===== config.mk =====
export PLATFORM = sky130hd
export DESIGN_NAME = modular_power_unit
export DESIGN_NICKNAME = d
export VERILOG_FILES = /design/src/hdl/mpu_pkg.sv /design/src/hdl/mpu_mul.sv /design/src/hdl/modular_power_unit.sv
export SDC_FILE = /design/constraint.sdc
export NUM_CORES = 1
export LEC_CHECK = 0
export BUFFER_PORTS_ARGS = -buffer_cell sky130_fd_sc_hd__buf_2
export CAP_MARGIN = 20
export CORE_UTILIZATION = 55
export DETAILED_ROUTE_END_ITERATION = 12
export MAX_ROUTING_LAYER = met4
export PLACE_DENSITY = 0.81
export SLEW_MARGIN = 20
export SYNTH_ARGS = -nofsm -noshare
export SYNTH_HDL_FRONTEND = slang
export SYNTH_SLANG_ARGS = --single-unit

===== constraint.sdc =====
create_clock -name clk -period 11.37 [get_ports clk]
set_clock_uncertainty 0.2 [all_clocks]
set_input_delay 0.5685 -clock clk [delete_from_list [all_inputs] [get_ports clk]]
set_output_delay 0.5685 -clock clk [all_outputs]
set_load 0.1 [all_outputs]

===== src/hdl/mpu_pkg.sv =====
// ----------------------------------------------------------------------------
// mpu_pkg: shared definitions for the modular power unit
// Field widths, stream packing offsets, command codes and the request
// struct that the sequencer hands to the shared multiplier.
// ----------------------------------------------------------------------------
`default_nettype none

package mpu_pkg;

	localparam int MOD_BITS_DEF = 31;
	localparam int EXP_BITS_DEF = 63;

	localparam int CMD_W  = 2;
	localparam int BASE_W = 63;
	localparam int EXPO_W = 63;
	localparam int MODU_W = 31;
	localparam int RES_W  = 64;

	localparam int BASE_LSB = 0;
	localparam int EXPO_LSB = BASE_LSB + BASE_W;
	localparam int MODU_LSB = EXPO_LSB + EXPO_W;
	localparam int S_DATA_W = ((BASE_W + EXPO_W + MODU_W + 7) / 8) * 8;

	localparam int CNT_W = $clog2(RES_W + 1);
	localparam int IDX_W = $clog2(RES_W);

	localparam logic [CMD_W-1:0] CMD_MODPOW = 2'd0;
	localparam logic [CMD_W-1:0] CMD_INV    = 2'd1;
	localparam logic [CMD_W-1:0] CMD_POW    = 2'd2;

	typedef struct packed {
		logic             start;
		logic             modular;
		logic [CNT_W-1:0] nbits;
	} mul_req_t;

endpackage

`default_nettype wire


===== src/hdl/mpu_mul.sv =====
// ----------------------------------------------------------------------------
// mpu_mul: bit-serial shift-add multiplier with optional modular reduction
// Walks the multiplier operand from its top bit down, one bit per cycle,
// doubling the partial result and adding the multiplicand. In modular mode
// each step is brought back below the modulus; otherwise it wraps to 64 bits.
// ----------------------------------------------------------------------------
`default_nettype none

module mpu_mul import mpu_pkg::*; #(
	parameter int MOD_BITS = MOD_BITS_DEF
) (
	input  wire logic                clk,
	input  wire logic                arst_n,
	input  wire mul_req_t            req,
	input  wire logic [RES_W-1:0]    x,
	input  wire logic [RES_W-1:0]    y,
	input  wire logic [MOD_BITS-1:0] m,
	output logic                     done,
	output logic [RES_W-1:0]         prod
);

	logic             busy_q;
	logic             done_q;
	logic [CNT_W-1:0] cnt_q;
	logic             modular_q;
	logic [RES_W-1:0] x_q;
	logic [RES_W-1:0] y_q;
	logic [RES_W-1:0] r_q;

	logic [CNT_W-1:0] idx;
	logic             ybit;
	logic [RES_W-1:0] m_ext;
	logic [RES_W-1:0] dbl;
	logic [RES_W-1:0] dbl_red;
	logic [RES_W-1:0] sum;
	logic [RES_W-1:0] r_nxt;

	always_comb begin
		idx     = cnt_q - CNT_W'(1);
		ybit    = y_q[idx[IDX_W-1:0]];
		m_ext   = {{(RES_W - MOD_BITS){1'b0}}, m};
		dbl     = {r_q[RES_W-2:0], 1'b0};
		dbl_red = (modular_q && (dbl >= m_ext)) ? dbl - m_ext : dbl;
		sum     = dbl_red + (ybit ? x_q : '0);
		r_nxt   = (modular_q && (sum >= m_ext)) ? sum - m_ext : sum;
	end

	always_ff @(posedge clk or negedge arst_n) begin
		if (!arst_n) begin
			busy_q <= 1'b0;
			done_q <= 1'b0;
			cnt_q  <= '0;
		end else begin
			done_q <= 1'b0;
			if (req.start) begin
				busy_q <= 1'b1;
				cnt_q  <= req.nbits;
			end else if (busy_q) begin
				cnt_q <= idx;
				if (cnt_q == CNT_W'(1)) begin
					busy_q <= 1'b0;
					done_q <= 1'b1;
				end
			end
		end
	end

	always_ff @(posedge clk) begin
		if (req.start) begin
			modular_q <= req.modular;
			x_q       <= x;
			y_q       <= y;
			r_q       <= '0;
		end else if (busy_q) begin
			r_q <= r_nxt;
		end
	end

	assign done = done_q;
	assign prod = r_q;

	a_start_idle: assert property (@(posedge clk) disable iff (!arst_n)
		req.start |-> !busy_q)
		else $error("multiplier started while busy");

	a_done_idle: assert property (@(posedge clk) disable iff (!arst_n)
		done_q |-> !busy_q)
		else $error("multiplier done while still busy");

	a_mod_range: assert property (@(posedge clk) disable iff (!arst_n)
		(done_q && modular_q) |-> (r_q < m_ext))
		else $error("modular product not reduced");

endmodule

`default_nettype wire


===== src/hdl/modular_power_unit.sv =====
// Modular power and inverse first reduce the base modulo the modulus, then handle each
// exponent bit with a multiply for a set bit and a square, all on the shared multiplier.
// Plain power skips the reduction and wraps each product to RES_W bits.
// Zero results (modulus below two, unknown command) skip the multiplier and go to S_DONE.
// One request is in work at a time; the bit-serial multiplier sets the pace.
// Reset is asynchronous and active low; it clears the sequencer and the output valid.
// ----------------------------------------------------------------------------
// modular_power_unit: square-and-multiply exponentiation engine
// A small sequencer runs right-to-left square-and-multiply, issuing every
// reduction, multiply and square to one shared bit-serial multiplier.
// ----------------------------------------------------------------------------
`default_nettype none

module modular_power_unit import mpu_pkg::*; #(
	parameter int MOD_BITS = MOD_BITS_DEF,
	parameter int EXP_BITS = EXP_BITS_DEF
) (
	input  wire logic                clk,
	input  wire logic                arst_n,
	input  wire logic                s_tvalid,
	output logic                     s_tready,
	input  wire logic [S_DATA_W-1:0] s_tdata,  // base, exponent, modulus, zero pad
	input  wire logic [CMD_W-1:0]    s_tuser,  // command
	output logic                     m_tvalid,
	input  wire logic                m_tready,
	output logic [RES_W-1:0]         m_tdata   // result
);

	localparam int E_W = (EXP_BITS > MOD_BITS) ? EXP_BITS : MOD_BITS;

	typedef enum logic [5:0] {
		S_IDLE = 6'b000001,
		S_STEP = 6'b000010,
		S_RED  = 6'b000100,
		S_MUL  = 6'b001000,
		S_SQR  = 6'b010000,
		S_DONE = 6'b100000
	} state_t;

	state_t              state_q;
	state_t              state_d;
	logic                start_q;
	logic                start_d;
	logic                m_tvalid_q;
	logic [RES_W-1:0]    m_tdata_q;
	logic                mod_mode_q;
	logic [RES_W-1:0]    acc_q;
	logic [RES_W-1:0]    b_q;
	logic [E_W-1:0]      e_q;
	logic [MOD_BITS-1:0] m_q;

	logic [BASE_W-1:0]   base_in;
	logic [EXPO_W-1:0]   expo_in;
	logic [MOD_BITS-1:0] m_in;
	logic                accept;
	logic                out_free;
	logic                m_big;
	logic                e_last;

	mul_req_t            mul_req;
	logic [RES_W-1:0]    mul_x;
	logic                mul_done;
	logic [RES_W-1:0]    mul_prod;

	assign base_in  = s_tdata[BASE_LSB +: BASE_W];
	assign expo_in  = s_tdata[EXPO_LSB +: EXPO_W];
	assign m_in     = s_tdata[MODU_LSB +: MOD_BITS];
	assign s_tready = (state_q == S_IDLE);
	assign accept   = s_tvalid && s_tready;
	assign out_free = !m_tvalid_q || m_tready;
	assign m_big    = (m_in >= MOD_BITS'(2));
	assign e_last   = (e_q[E_W-1:1] == '0);

	always_comb begin
		state_d = state_q;
		start_d = 1'b0;
		unique case (state_q)
			S_IDLE: begin
				if (accept) begin
					if (s_tuser == CMD_POW) begin
						state_d = S_STEP;
					end else if ((s_tuser == CMD_MODPOW || s_tuser == CMD_INV) && m_big) begin
						state_d = S_RED;
						start_d = 1'b1;
					end else begin
						state_d = S_DONE;
					end
				end
			end
			S_STEP: begin
				if (e_q == '0) begin
					state_d = S_DONE;
				end else if (e_q[0]) begin
					state_d = S_MUL;
					start_d = 1'b1;
				end else begin
					state_d = S_SQR;
					start_d = 1'b1;
				end
			end
			S_RED, S_SQR: begin
				if (mul_done) begin
					state_d = S_STEP;
				end
			end
			S_MUL: begin
				if (mul_done) begin
					if (e_last) begin
						state_d = S_DONE;
					end else begin
						state_d = S_SQR;
						start_d = 1'b1;
					end
				end
			end
			S_DONE: begin
				if (out_free) begin
					state_d = S_IDLE;
				end
			end
			default: begin
				state_d = S_IDLE;
			end
		endcase
	end

	always_ff @(posedge clk or negedge arst_n) begin
		if (!arst_n) begin
			state_q    <= S_IDLE;
			start_q    <= 1'b0;
			m_tvalid_q <= 1'b0;
		end else begin
			state_q <= state_d;
			start_q <= start_d;
			if (state_q == S_DONE && out_free) begin
				m_tvalid_q <= 1'b1;
			end else if (m_tready) begin
				m_tvalid_q <= 1'b0;
			end
		end
	end

	always_ff @(posedge clk) begin
		unique case (state_q)
			S_IDLE: begin
				if (accept) begin
					m_q        <= m_in;
					b_q        <= {1'b0, base_in};
					mod_mode_q <= (s_tuser != CMD_POW);
					if (s_tuser == CMD_INV) begin
						e_q <= E_W'(m_in - MOD_BITS'(2));
					end else begin
						e_q <= E_W'(expo_in[EXP_BITS-1:0]);
					end
					if (s_tuser == CMD_POW || ((s_tuser == CMD_MODPOW || s_tuser == CMD_INV)
							&& m_big)) begin
						acc_q <= RES_W'(1);
					end else begin
						acc_q <= '0;
					end
				end
			end
			S_STEP: begin
				if (e_q != '0 && !e_q[0]) begin
					e_q <= e_q >> 1;
				end
			end
			S_RED, S_SQR: begin
				if (mul_done) begin
					b_q <= mul_prod;
				end
			end
			S_MUL: begin
				if (mul_done) begin
					acc_q <= mul_prod;
					e_q   <= e_q >> 1;
				end
			end
			S_DONE: begin
				if (out_free) begin
					m_tdata_q <= acc_q;
				end
			end
			default: begin
			end
		endcase
	end

	always_comb begin
		mul_req.start   = start_q;
		mul_req.modular = mod_mode_q;
		if (state_q == S_RED) begin
			mul_req.nbits = CNT_W'(BASE_W);
		end else if (mod_mode_q) begin
			mul_req.nbits = CNT_W'(MOD_BITS);
		end else begin
			mul_req.nbits = CNT_W'(RES_W);
		end
		if (state_q == S_RED) begin
			mul_x = RES_W'(1);
		end else if (state_q == S_MUL) begin
			mul_x = acc_q;
		end else begin
			mul_x = b_q;
		end
	end

	mpu_mul #(
		.MOD_BITS(MOD_BITS)
	) u_mul (
		.clk    (clk),
		.arst_n (arst_n),
		.req    (mul_req),
		.x      (mul_x),
		.y      (b_q),
		.m      (m_q),
		.done   (mul_done),
		.prod   (mul_prod)
	);

	assign m_tvalid = m_tvalid_q;
	assign m_tdata  = m_tdata_q;

	a_done_in_op: assert property (@(posedge clk) disable iff (!arst_n)
		mul_done |-> (state_q == S_RED || state_q == S_MUL || state_q == S_SQR))
		else $error("multiplier result arrived outside an operation");

	a_accept_leaves_idle: assert property (@(posedge clk) disable iff (!arst_n)
		accept |=> (state_q == S_STEP || state_q == S_RED || state_q == S_DONE))
		else $error("accepted request did not start work");

	a_step_finish: assert property (@(posedge clk) disable iff (!arst_n)
		(state_q == S_STEP && e_q == '0) |=> (state_q == S_DONE))
		else $error("exhausted exponent did not finish");

endmodule

`default_nettype wire


## Word level (Yosys, flattened, before mapping)

Index checks and enable logic that the tools add are counted.

| word-level totals | value |
|---|---|
| register bits after elaboration | 497 |
| input port bits | 166 |
| output and inout bits | 66 |
| word-level logic and storage cells | 113 |

| operators by class | value |
|---|---|
| add/sub/neg operators | 5 |
| magnitude comparators | 4 |
| eq/ne operators | 15 |
| multiplexer cells | 46 |
| reductions and logical operators | 27 |

Operator list:

| kind | count |
|---|---|
| 64-bit two-way mux | 7 |
| 64-bit case mux with 2 select lines | 2 |
| 63-bit two-way mux | 4 |
| 63-bit case mux with 3 select lines | 1 |
| 64-bit by 31-bit greater-or-equal comparator with 1-bit output | 2 |
| 64-bit by 31-bit subtractor with 64-bit output | 2 |
| 64-bit adder | 1 |
| 63-bit zero test | 1 |
| 63-bit nonzero test | 1 |
| 62-bit zero test | 1 |
| 6-bit two-way mux | 8 |
| 31-bit by 2-bit subtractor with 32-bit output, second input constant | 1 |
| 31-bit by 2-bit greater-or-equal comparator with 1-bit output, second input constant | 1 |
| 6-bit case mux with 5 select lines | 1 |
| 7-bit two-way mux | 4 |
| 1-bit two-way mux | 16 |
| 4-bit AND reduction | 2 |
| 2-bit nonzero test | 4 |
| 7-bit by 1-bit equality test with 1-bit output, second input constant | 1 |
| 6-bit by 7-bit less-than comparator with 1-bit output, second input constant | 1 |
| 7-bit by 1-bit subtractor with 7-bit output, second input constant | 1 |
| 1-bit binary-select mux with 6-bit select | 1 |
| 6-bit by 1-bit equality test with 1-bit output, second input constant | 1 |
| 6-bit by 2-bit equality test with 1-bit output, second input constant | 1 |
| other kinds (18) | 32 |

## Logic depth before layout (Yosys ltp)

| depth | value |
|---|---|
| depth after elaboration | 8 |
| depth in mapped cells | 36 |
| gate-level depth less buffers | 34 |

## By module

From an unflattened synthesis, not the netlist that was laid out.

| unflattened totals | value |
|---|---|
| cell total of the unflattened synthesis | 3078 |
| area, all modules | 30717.0 sq um |

By module, submodules not included:

| module | times used | cells each | area an instance (sq um) | sequential area each (sq um) |
|---|---|---|---|---|
| mpu_mul | 1 | 2021 | 17555.6 | 5380.2 |
| modular_power_unit | 1 | 1057 | 13161.4 | 8819.7 |

## Worst setup path after synthesis

Ideal clock, no wire load.

| timing | value |
|---|---|
| path kind | reg-to-reg |
| start | register u_mul.cnt_q[0] |
| end | register u_mul.r_q[35] (netlist: u_mul.prod[35]) |
| setup time | 122 ps |
| data arrival time | 8111 ps |
| required time | 11048 ps |
| slack | 2937 ps |
| cell stages (with the launch flop) | 33 |
| path buffers | 4 |
| period minus slack after synthesis | 8433 ps |
| cells stage by stage | dfrtp_1 -> clkbuf_1 -> inv_1 -> ha_1 -> clkbuf_1 -> clkbuf_1 -> mux4_2 -> mux4_2 -> mux2i_1 -> mux2i_1 -> and2_1 -> ha_1 -> fa_1 -> a21o_1 -> a221oi_2 -> nor4_4 -> a311oi_4 -> a21oi_1 -> nor2_1 -> xnor2_1 -> ha_1 -> and2_1 -> a221o_1 -> a21o_1 -> a21oi_1 -> o21ai_0 -> a21oi_1 -> nand3_1 -> or4_4 -> buf_6 -> o211ai_2 -> nor3_1 -> a221o_1 |

| between the ends | value |
|---|---|
| word-level cells in the longest chain between the ends | 8 |
| elaborated cells on any way between the ends | 9 |
| those cells by class | add/sub (3); order compare (1); mux (4); reduce/logical (1) |

Ends and longest elaborated chain:

| element | RTL line | RTL |
|---|---|---|
| start: declaration | mpu_mul.sv:24 | `logic [CNT_W-1:0] cnt_q;` |
| start signal: assignment | mpu_mul.sv:57 | `cnt_q <= req.nbits;` |
| start signal: assignment | mpu_mul.sv:59 | `cnt_q <= idx;` |
| 7-bit by 1-bit subtractor with 7-bit output (*) | mpu_mul.sv:39 | `idx = cnt_q - CNT_W'(1);` |
| 1-bit binary-select mux with 6-bit select (*) | mpu_mul.sv:40 | `ybit = y_q[idx[IDX_W-1:0]];` |
| 1-bit two-way mux (not written as such) (*) | mpu_mul.sv:40 |  |
| 64-bit two-way mux (*) | mpu_mul.sv:44 | `sum = dbl_red + (ybit ? x_q : '0);` |
| 64-bit adder (*) | mpu_mul.sv:44 |  |
| 64-bit by 31-bit greater-or-equal comparator with 1-bit output | mpu_mul.sv:45 | `r_nxt = (modular_q && (sum >= m_ext)) ? sum - m_ext : sum;` |
| 1-bit logical AND | mpu_mul.sv:45 |  |
| 64-bit two-way mux (*) | mpu_mul.sv:45 |  |
| end signal: assignment | mpu_mul.sv:75 | `r_q <= r_nxt;` |
| end: declaration | mpu_mul.sv:28 | `logic [RES_W-1:0] r_q;` |

Mark *: on every way between the ends. The rest lies on a longest branch, timed or not. The select of a mux whose other input is x is not followed.
A chain may end at the register's enable or synchronous reset.

## Final worst setup path

| timing | value |
|---|---|
| start | register u_mul.cnt_q[1] |
| end | register u_mul.r_q[50] (netlist: u_mul.prod[50]) |

Same word-level chain as after synthesis.

==> impl_metrics.yaml <==
critical_path:
  r2r-start: "u_mul.cnt_q[1]"
  required_ns: 11.71
  critPathMaxFanout: 46
  critPathLaunchType: "register"
  critPathKind: "register to register"
  critPathCaptureType: "register"
  crit_path_top_delay_cell: "or4_4"
  worstReg2RegEnd: "u_mul.prod[50]"
  critPathArrivalTime_ns: 10.69
  r2r_cells: 30
  max_stage_delay_ns: 0.69
  worst-r2r-setup-slack_ns: 1.02
die:
  core_area_um2: 53900
  start_util_pct: 55.8
  die_area_um2: 55700
  row_count: 85
  dieHeight_um: 236
  io_pins: 232
  die_w_um: 236
routing:
  ant_nets: 0
  drt_iter0_drc: 2969
  remaining_drc_errors: 0
  routed_wl_mm: 93.5
  met3_length_mm: 10.2
  firstDrtPassIters: 6
  wl_met1_mm: 40.8
  avgViaCountPerCell: 6.37
  routedWlPerCell_um: 23.7
  dr_total_vias: 25100
  wl_met2_mm: 40.4
  highest_layer: "met4"
timing:
  setup_violations: 0
  hold_viol_final: 0
  fin_crit_ns: 10.35
  tns_ns: 0
  period_share_pct: 91.0
  rsz0062_at_grt: "false"
  maxSlewHeadroom_pct: 28.0
  final_max_slew_viol_count: 0
  max_freq_mhz: 96.6
  max_slew.worst_pin.slew_ns: 1.08
synthesis:
  synthesis.area_um2: 30100
  yosys_warnings: 0
  syn_area_per_cell_um2: 10.1
  synth_largest_area_cell: "edfxtp_1"
  synth_top_area_share_pct: 41.5
  yosysUniqueCellTypes: 94
  syn-num-nets: 3291
  syn-instance-count: 2994
  ys_seq_area_share_pct: 47.2
  synth_area_leaders: "edfxtp_1 (42%), ha_1 (5.3%), nand2_1 (5.2%)"
  async_flop_share_pct: 3.42
  ys.flop_type: "edfxtp_1"
  synth_edf_count: 416
  synth_seq_cells: 497
cells_and_area:
  drive_gt1_share_pct: 16.5
  seq_area_um2: 14200
  syn2layout_area_growth_pct: 13.1
  fin_nets: 3491
  multi_input_area_um2: 15100
  fill_cells: 4177
  post-route-util_pct: 63.1
global_route:
  grt_pass1_vias: 23800
  grt_start_max_net_pins: 153
  antenna_found_initial: 3
  overflow: 0
  track_usage_pct: 34.0
  grt_pass1_wl_mm: 140
clock_tree:
  clock-sinks: 497
  clk_pin_slew_ns: 0.06
  clock_path_buffers: 3
  root_buffer: "clkbuf_16"
  htreeDepth: 2
  numCtsBuffers: 53
  cts_tree: "done"
  clk_latency_ns: 0.64
  cts_setup_buffers: 0
placement:
  io_buffers: 228
  place_congestion: 0.986
  hpwl_mm: 69.1
status:
  status: "finished, final reports clean"
hold_path:
  hp-start: "s_tdata[144]"
  hold_path_class: "input port to register"
  worstHoldEndpoint: "m_q[18]"
  whs_path_depth: 1
run:
  cap_viol_max_count: 0
[cells by family after synthesis]
logic type               Yosys count  synth area share [%]
adder cells (fa/ha/maj)          131                  5.52
XOR/XNOR                         178                  5.23
flip-flops                       497                  47.2
AO/OA/AOI/OAI                    754                  16.4
buffers and inverters            219                  2.91
AND/OR/NAND/NOR                 1095                  17.7
multiplexers                     120                  5.15
[per-stage QoR]
stage                     cell area (um2)  instances  hold slack, ns  setup WS, ns
after floorplan                     30100       2994          0.0729          2.94
final                               34000       3937          0.0315          1.02
after global placement              31800       3806           0.228          1.22
after global routing                34000       3937          0.0271         0.534
after detailed placement            31800       3806           0.233          1.24
after CTS                           34000       3934         0.00871          1.20
[critical path: cells and delay by family (launching register included)]
| kind | cells | cell delay (ns) |
|---|---|---|
| AO/OA/AOI/OAI | 12 | 3.12 |
| AND/OR/NAND/NOR | 6 | 2.16 |
| adder cells (fa/ha/maj) | 3 | 1.50 |
| multiplexers | 4 | 1.41 |
| buffers and inverters | 4 | 1.03 |
| flip-flops | 1 | 0.42 |
| XOR/XNOR | 1 | 0.33 |
[state kept, by name, summed over array words and instances (netlist names)]
signal and flops:
acc_q 64, b_q 64, e_q 63, m_q 31
m_tdata 64, m_tvalid 1, mod_mode_q 1, start_q 1
state_q 6, u_mul.busy_q 1, u_mul.cnt_q 7, u_mul.done 1
u_mul.modular_q 1, u_mul.prod 64, u_mul.x_q 64, u_mul.y_q 64
[cell usage in the layout, fill, tap and decap left out, types with 64 or more instances in the layout]
cell type / n
a21o_1: 72
a21oi_1: 286
and2_1: 140
buf_2: 228
dfxtp_1: 64
edfxtp_1: 416
ha_1: 128
inv_1: 80
mux2_2: 89
nand2_1: 413
nor2_1: 213
o21ai_0: 162
xnor2_1: 105
xor2_1: 72
[final cells by class]
cell class,count,share of cell area [%]
clock inverters,40,1.49
multi-input cells,2278,44.4
inverters,80,0.882
clock buffers,59,4.02
well taps,696,2.56
repair buffers,284,4.88
flip-flops and latches,497,41.7
diodes,3,0.0221
[what timing repair did]
item / 4_1_cts / 5_1_grt
gates resized for setup: 0 / 0
endpoints found under the setup margin: 0 / 0
hold buffers: 29 / 0
hold endpoints to repair: 44 / 0
[how the worst max path moves through the flow]
stage                   startpoint  slack, ns             end  depth (start not counted)
floorplan           u_mul.cnt_q[0]       2.94  u_mul.prod[35]                         32
global placement            m_q[1]       1.22  u_mul.prod[50]                         30
detailed placement  u_mul.cnt_q[1]       1.24  u_mul.prod[50]                         30
CTS                 u_mul.cnt_q[1]       1.20  u_mul.prod[50]                         30
global route        u_mul.prod[37]       0.53   u_mul.prod[4]                         28
finish              u_mul.cnt_q[1]       1.02  u_mul.prod[50]                         30
[cells in the mapped netlist, drive strengths merged, types with 19 or more instances]
| library cell | n |
|---|---|
| a21oi | 290 |
| nor2 | 213 |
| nor4 | 50 |
| nand2b | 23 |
| nand3 | 40 |
| xor2 | 72 |
| o21ai | 169 |
| mux4 | 19 |
| buf | 25 |
| and3 | 23 |
| inv | 80 |
| or3 | 30 |
| o211ai | 20 |
| and2 | 141 |
| xnor2 | 105 |
| dfxtp | 64 |
| ha | 128 |
| mux2 | 89 |
| nand4 | 26 |
| a21o | 72 |
| a211oi | 26 |
| nand2 | 415 |
| a311oi | 42 |
| clkbuf | 114 |
| edfxtp | 416 |
| nor3 | 53 |
[per-layer routing]
| layer | global-route usage, % | vias to the layer above |
|---|---|---|
| met3 | 5.91 | 154 |
| li1 | - | 11400 |
| met1 | 49.8 | 12100 |
| met4 | 8.02 | 0 |
| met5 | - | - |
| met2 | 49.0 | 1423 |
Power is not shown: default switching activity piles up to over one toggle a cycle in this logic, so the estimate is an artifact.
